**src/rtl/core/dqip_pkg.sv**
```systemverilog
// ----------------------------------------------------------------------------
// dqip_pkg
// Character codes, parser state and result types for the dotted-quad parser.
// ----------------------------------------------------------------------------
package dqip_pkg;

    localparam logic [7:0] CH_NUL   = 8'h00;
    localparam logic [7:0] CH_ZERO  = 8'h30;
    localparam logic [7:0] CH_NINE  = 8'h39;
    localparam logic [7:0] CH_DOT   = 8'h2E;
    localparam logic [7:0] CH_COLON = 8'h3A;
    localparam logic [9:0] SEG_MAX  = 10'd255;
    localparam logic [1:0] LAST_SEG = 2'd3;
    localparam logic [1:0] MAX_DIGITS = 2'd3;

    typedef struct packed {
        logic [1:0]  segment_index;
        logic [1:0]  digit_count;
        logic [9:0]  segment_value;
        logic [23:0] partial_address;
        logic        skip_to_end;
    } parse_state_t;

    typedef struct packed {
        logic [31:0] address;
        logic        failed;
    } parse_result_t;

endpackage

```
**src/rtl/core/dotted_quad_ip_parser_core.sv**
```systemverilog
// ----------------------------------------------------------------------------
// dotted_quad_ip_parser_core
// Streaming IPv4 dotted-decimal parser, one character per request.
// ----------------------------------------------------------------------------
// Output: a result appears on the m_ channel in the cycle after the character
// that ends the string or reveals an error is accepted.
// Throughput: one character per cycle while m_ready is high; a waiting result
// holds s_ready low until drained.
// Reset: synchronous active-low aresetn clears the parse state and m_valid.
module dotted_quad_ip_parser_core (
    input  logic        aclk,
    input  logic        aresetn,
    input  logic        s_valid,
    output logic        s_ready,
    input  logic [7:0]  s_char_code,
    output logic        m_valid,
    input  logic        m_ready,
    output logic [31:0] m_address,
    output logic        m_failed
);
    import dqip_pkg::*;

    parse_state_t  state_reg;
    parse_state_t  state_next;
    parse_result_t step_result;
    logic          step_emit;
    logic          accept;
    logic          m_valid_reg;
    logic [31:0]   m_address_reg;
    logic          m_failed_reg;

    dqip_step u_step (
        .cur_state  (state_reg),
        .char_code  (s_char_code),
        .next_state (state_next),
        .emit       (step_emit),
        .result     (step_result)
    );

    // advance when the output register is empty or being drained
    assign s_ready = !m_valid_reg || m_ready;
    assign accept  = s_valid && s_ready;

    always_ff @(posedge aclk) begin
        if (!aresetn) begin
            state_reg   <= '0;
            m_valid_reg <= 1'b0;
        end else begin
            if (accept) begin
                state_reg <= state_next;
            end
            if (accept && step_emit) begin
                m_valid_reg <= 1'b1;
            end else if (m_ready) begin
                m_valid_reg <= 1'b0;
            end
        end
    end

    always_ff @(posedge aclk) begin
        if (accept && step_emit) begin
            m_address_reg <= step_result.address;
            m_failed_reg  <= step_result.failed;
        end
    end

    assign m_valid   = m_valid_reg;
    assign m_address = m_address_reg;
    assign m_failed  = m_failed_reg;

endmodule

```
**src/rtl/core/dqip_step.sv**
```systemverilog
// ----------------------------------------------------------------------------
// dqip_step
// Next-state and result logic for one character of the address string.
// ----------------------------------------------------------------------------
module dqip_step (
    input  dqip_pkg::parse_state_t  cur_state,
    input  logic [7:0]              char_code,
    output dqip_pkg::parse_state_t  next_state,
    output logic                    emit,
    output dqip_pkg::parse_result_t result
);
    import dqip_pkg::*;

    logic        seg_ok;
    logic        last_seg;
    logic [31:0] full_address;
    logic [3:0]  digit;
    logic [9:0]  value_x10;

    assign seg_ok       = (cur_state.digit_count != 2'd0) &&
                          (cur_state.segment_value <= SEG_MAX);
    assign last_seg     = (cur_state.segment_index == LAST_SEG);
    assign full_address = {cur_state.partial_address, cur_state.segment_value[7:0]};
    assign digit        = char_code[3:0] - CH_ZERO[3:0];
    // times ten as shift-add; at most two digits precede, so no overflow
    assign value_x10    = {cur_state.segment_value[6:0], 3'b000} +
                          {cur_state.segment_value[8:0], 1'b0};

    always_comb begin
        next_state     = cur_state;
        emit           = 1'b0;
        result.address = 32'd0;
        result.failed  = 1'b1;
        if (cur_state.skip_to_end) begin
            // drop everything up to the terminating NUL
            if (char_code == CH_NUL) begin
                next_state = '0;
            end
        end else begin
            case (char_code)
                CH_NUL: begin
                    emit       = 1'b1;
                    next_state = '0;
                    if (seg_ok && last_seg) begin
                        result.address = full_address;
                        result.failed  = 1'b0;
                    end
                end
                CH_DOT: begin
                    if (!seg_ok || last_seg) begin
                        emit                   = 1'b1;
                        next_state             = '0;
                        next_state.skip_to_end = 1'b1;
                    end else begin
                        next_state.partial_address = {cur_state.partial_address[15:0],
                                                      cur_state.segment_value[7:0]};
                        next_state.segment_index   = cur_state.segment_index + 2'd1;
                        next_state.digit_count     = 2'd0;
                        next_state.segment_value   = 10'd0;
                    end
                end
                CH_COLON: begin
                    emit                   = 1'b1;
                    next_state             = '0;
                    next_state.skip_to_end = 1'b1;
                    if (seg_ok && last_seg) begin
                        result.address = full_address;
                        result.failed  = 1'b0;
                    end
                end
                default: begin
                    if ((char_code inside {[CH_ZERO:CH_NINE]}) &&
                        (cur_state.digit_count != MAX_DIGITS)) begin
                        next_state.segment_value = value_x10 + {6'd0, digit};
                        next_state.digit_count   = cur_state.digit_count + 2'd1;
                    end else begin
                        // fourth digit or a stray character
                        emit                   = 1'b1;
                        next_state             = '0;
                        next_state.skip_to_end = 1'b1;
                    end
                end
            endcase
        end
    end

endmodule
```
**config.mk**
```make
export PLATFORM = sky130hd
export DESIGN_NAME = dotted_quad_ip_parser_core
export DESIGN_NICKNAME = d
export VERILOG_FILES = /design/src/rtl/core/dqip_pkg.sv /design/src/rtl/core/dotted_quad_ip_parser_core.sv /design/src/rtl/core/dqip_step.sv
export SDC_FILE = /design/constraint.sdc
export NUM_CORES = 1
export LEC_CHECK = 0
export ABC_AREA = 1
export BUFFER_PORTS_ARGS = -buffer_cell sky130_fd_sc_hd__buf_2
export CORE_AREA = 2 2 85 79
export CTS_BUF_LIST = sky130_fd_sc_hd__clkbuf_2 sky130_fd_sc_hd__clkbuf_4 sky130_fd_sc_hd__clkbuf_8
export DETAILED_ROUTE_END_ITERATION = 10
export DIE_AREA = 0 0 87 81
export GPL_TIMING_DRIVEN = 0
export PLACE_DENSITY = 0.8
export SYNTH_ARGS = -nofsm -noshare
export SYNTH_HDL_FRONTEND = slang
export SYNTH_SLANG_ARGS = --single-unit
export TNS_END_PERCENT = 5
```
**constraint.sdc**
```tcl
create_clock -name aclk -period 2.2 [get_ports aclk]
set_input_delay 0 -clock aclk [delete_from_list [all_inputs] [get_ports aclk]]
set_output_delay 0 -clock aclk [all_outputs]
set_load 0.01 [all_outputs]
```
==> key figures <==
Run status
  – Status: completed

Route
  – Vias per cell: 5.08
  – Final wirelength: 7200 um
  – First-pass iteration count of the detailed router: 4
  – 1st-iter DRT viols: 123
  – Routed via count: 2822
  – Average wire per standard cell: 13.0 um
  – Drt drc: 0
  – ANT nets after route: 0

Worst setup path
  – Startpoint types: flop
  – Worst EP arrival: 2.38 ns
  – Worst reg2reg startpoint: state_reg[27]$_SDFFE_PN0P_
  – Worst R2R Path Depth: 9
  – CP max FO: 4
  – Req. time, crit path: 2.49 ns
  – R2R Setup Slk: 0.11 ns
  – Worst r2r dst: state_reg[33]$_SDFFE_PN0P_
  – Crit Path Class: reg2reg
  – Critical path capture point type: flop

Cells and area
  – Proportion of layout cells with a drive suffix above 1: 24.4%
  – Non-filler cells, final: 555
  – # nets final: 506
  – Post-Layout Inst Area: 0.00420 mm^2
  – ANT cells: 0
  – Commonest non-fill, non-tap cell in the layout: nand2_1
  – Commonest cells after routing, fill and taps aside: nand2_1, nor2_1, inv_1
  – P&R area growth vs syn: 16.0%
  – Max reg flops: 39

Clock tree
  – Clk_lat worst skew: 0.35 ns
  – Inserted Clock Buffers: 9
  – Root Driver: clkbuf_8
  – Reg clk slew, reported paths: 0.08 ns
  – H-tree level count: 3
  – Clock buffer depth: 2
  – CTS tree: built
  – Clk sinks: 73

Place
  – Post-DP HPWL: 5150 um
  – Routability cong.: 0.892
  – Port buffer count: 45
  – Placed Cells: 537
  – Placed cell areas: 0.00394 mm^2

Synth
  – Mapped Cells: 417
  – Post-synthesis sequential area ratio: 49.6%
  – YS warnings: 0
  – Yosys reg bits: 73
  – Post-synthesis cell area: 0.00362 mm^2
  – Net Count, Synth: 448
  – Synth cell types: 34
  – Synthesized area per cell: 8.67 um^2

Power and ir drop
  – Pint: 2.14 mW
  – Clock power share: 36.7%
  – Sw Share: 26.8%
  – Combinational share of power: 10.9%
  – Static leakage: 1.86 nW
  – Switching Power: 0.784 mW
  – Final Total Pwr: 2.93 mW
  – Power Density: 697 mW/mm^2
  – Reg power frac: 52.3%
  – Max VDD drop: 0.323 mV

Timing
  – Final min period: 2.09 ns
  – Period utilization: 94.8%
  – Final TNS setup: 0 ns
  – Slew @ Worst Pin: 0.690 ns
  – Fin. Hold Viols: 0
  – Fmax: 479 MHz
  – RSZ-0062 raised after global routing: no
  – Pins Over Slew Limit: 0
  – Clk_skew: 0.00774 ns
  – Slew HR: 53.9%
  – Final setup viols: 0

Floorplan
  – Core footprint: 0.00627 mm^2
  – Top-level port count: 47
  – Die Ht: 81 um
  – Starting Density: 57.7%
  – DIE AREA: 0.00705 mm^2
  – Cell Rows: 28
  – Die X: 87 um

Worst hold path
  – Worst min path class: in2reg
  – Hold_sp: aresetn
  – Hold-critical path depth: 3
  – Hold Crit Endpoint: state_reg[13]$_SDFFE_PN0P_

Global routing
  – Antenna violations before repair: 0
  – GR Util All Layers: 22.2%
  – Vias in the first global route: 2636
  – First-pass GRT wire length: 11900 um
  – Overflow after GRT: 0
  – Largest net degree at the start of global routing: 34

Flow run
  – Max_cap viols: 0
[cell usage after synthesis]
master / count / area, um^2
inv_1: 60 / 225
o21ai_1: 16 / 80.1
inv_2: 6 / 22.5
nor2_2: 4 / 25.0
nor2_8: 1 / 20.0
a21boi_2: 1 / 11.3
xnor2_1: 1 / 8.76
fa_1: 2 / 40.0
a21oi_1: 30 / 150
nor2_1: 59 / 221
xor2_1: 4 / 35.0
clkbuf_1: 4 / 15.0
dfxtp_1: 40 / 801
a21oi_2: 11 / 96.3
ha_1: 17 / 213
nand2_2: 3 / 18.8
buf_1: 1 / 3.75
nand3_2: 2 / 20.0
buf_6: 6 / 67.6
nor2_4: 2 / 22.5
nand2_1: 75 / 282
o21ai_0: 3 / 15.0
buf_2: 4 / 20.0
nand3_1: 19 / 95.1
a21o_1: 1 / 7.51
nor3_1: 1 / 5.00
clkinv_2: 1 / 5.00
nand3_4: 1 / 17.5
edfxtp_1: 33 / 991
nand2_4: 2 / 22.5
nand4_2: 2 / 25.0
a211oi_1: 1 / 7.51
nand3b_1: 1 / 7.51
nand4_1: 3 / 18.8
[worst max-delay path, cell delays in order (launching register included)]
cell     delay (ns)
dfxtp_2        0.39
inv_1          0.08
fa_1           0.47
inv_1          0.07
fa_1           0.49
nand4_1        0.16
nand3_1        0.09
nand2_1        0.09
nand3_2        0.06
a21oi_2        0.11
[timing repair]
action	in CTS	in global routing
resized for setup	5	7
hold buffers	2	0
endpoints found under the setup margin	33	35
pin swaps	0	1
hold endpoints to repair	2	0
setup buffers	0	0
[kinds of logic after synthesis]
family / after synthesis / share of synthesized area [%]
AOI/OAI and AO/OA: 63 / 10.2
xor gates and xnor gates: 5 / 1.21
adders and majority gates: 19 / 6.99
buffers and inverters: 82 / 9.93
DFF: 73 / 49.6
and+or+nand+nor: 175 / 22.1
[routing by layer]
metal / part of all wire, % / wire, um / vias up / GRT usage [%]
li1: - / - / 1450 / -
met1: 46 / 3350 / 1291 / 29.3
met2: 48 / 3450 / 70 / 35.6
met3: 3.8 / 273 / 11 / 3.66
met4: 1.8 / 128 / 0 / 10.9
met5: 0 / 0 / - / 0
[power groups by stage]
stage               logic, mW  clock network [mW]  registers [mW]
CTS                     0.319                1.09            1.53
detailed placement      0.311                   0            1.56
global route            0.360                1.15            1.54
global placement        0.302                   0            1.56
finish                  0.320                1.07            1.53
floorplan               0.199                   0            1.58
[worst max-delay path by stage]
| stage | startpoint | end | slack [ns] | cells after the start |
|---|---|---|---|---|
| after global placement | state_reg[35]$_SDFFE_PN0P_ | m_address[26]$_SDFFCE_PP0P_ | -0.09 | 8 |
| after CTS | state_reg[35]$_SDFFE_PN0P_ | m_address[12]$_SDFFCE_PP0P_ | 0.03 | 8 |
| after global routing | state_reg[35]$_SDFFE_PN0P_ | m_address[10]$_SDFFCE_PP0P_ | 0.01 | 8 |
| final | state_reg[27]$_SDFFE_PN0P_ | state_reg[33]$_SDFFE_PN0P_ | 0.11 | 9 |
| after detailed placement | state_reg[35]$_SDFFE_PN0P_ | m_address[29]$_SDFFCE_PP0P_ | -0.15 | 8 |
| after floorplan | state_reg[25]$_SDFFE_PN0P_ | state_reg[31]$_SDFFE_PN0P_ | 0.26 | 9 |
[layout make-up]
| class | count | area [um^2] |
|---|---|---|
| inverters | 67 | 256 |
| multi-input cells | 262 | 1490 |
| fillers | 507 | 2080 |
| well taps | 75 | 93.8 |
| clock buffers | 9 | 124 |
| plain buffers | 15 | 106 |
| clock inverters | 7 | 78.8 |
| repair buffers | 47 | 245 |
| flip-flops and latches | 73 | 1800 |
[per-stage QoR]
stage	hold slack, ns	setup slack [ns]	utilization (%)
detailed placement	0.299	-0.147	62.7
finish	0.0542	0.113	66.9
global route	0.0807	0.0146	66.9
CTS	0.0418	0.0302	66.6
global placement	0.287	-0.0907	62.7
floorplan	0.141	0.259	-
Power figures use the tool's default switching activity.
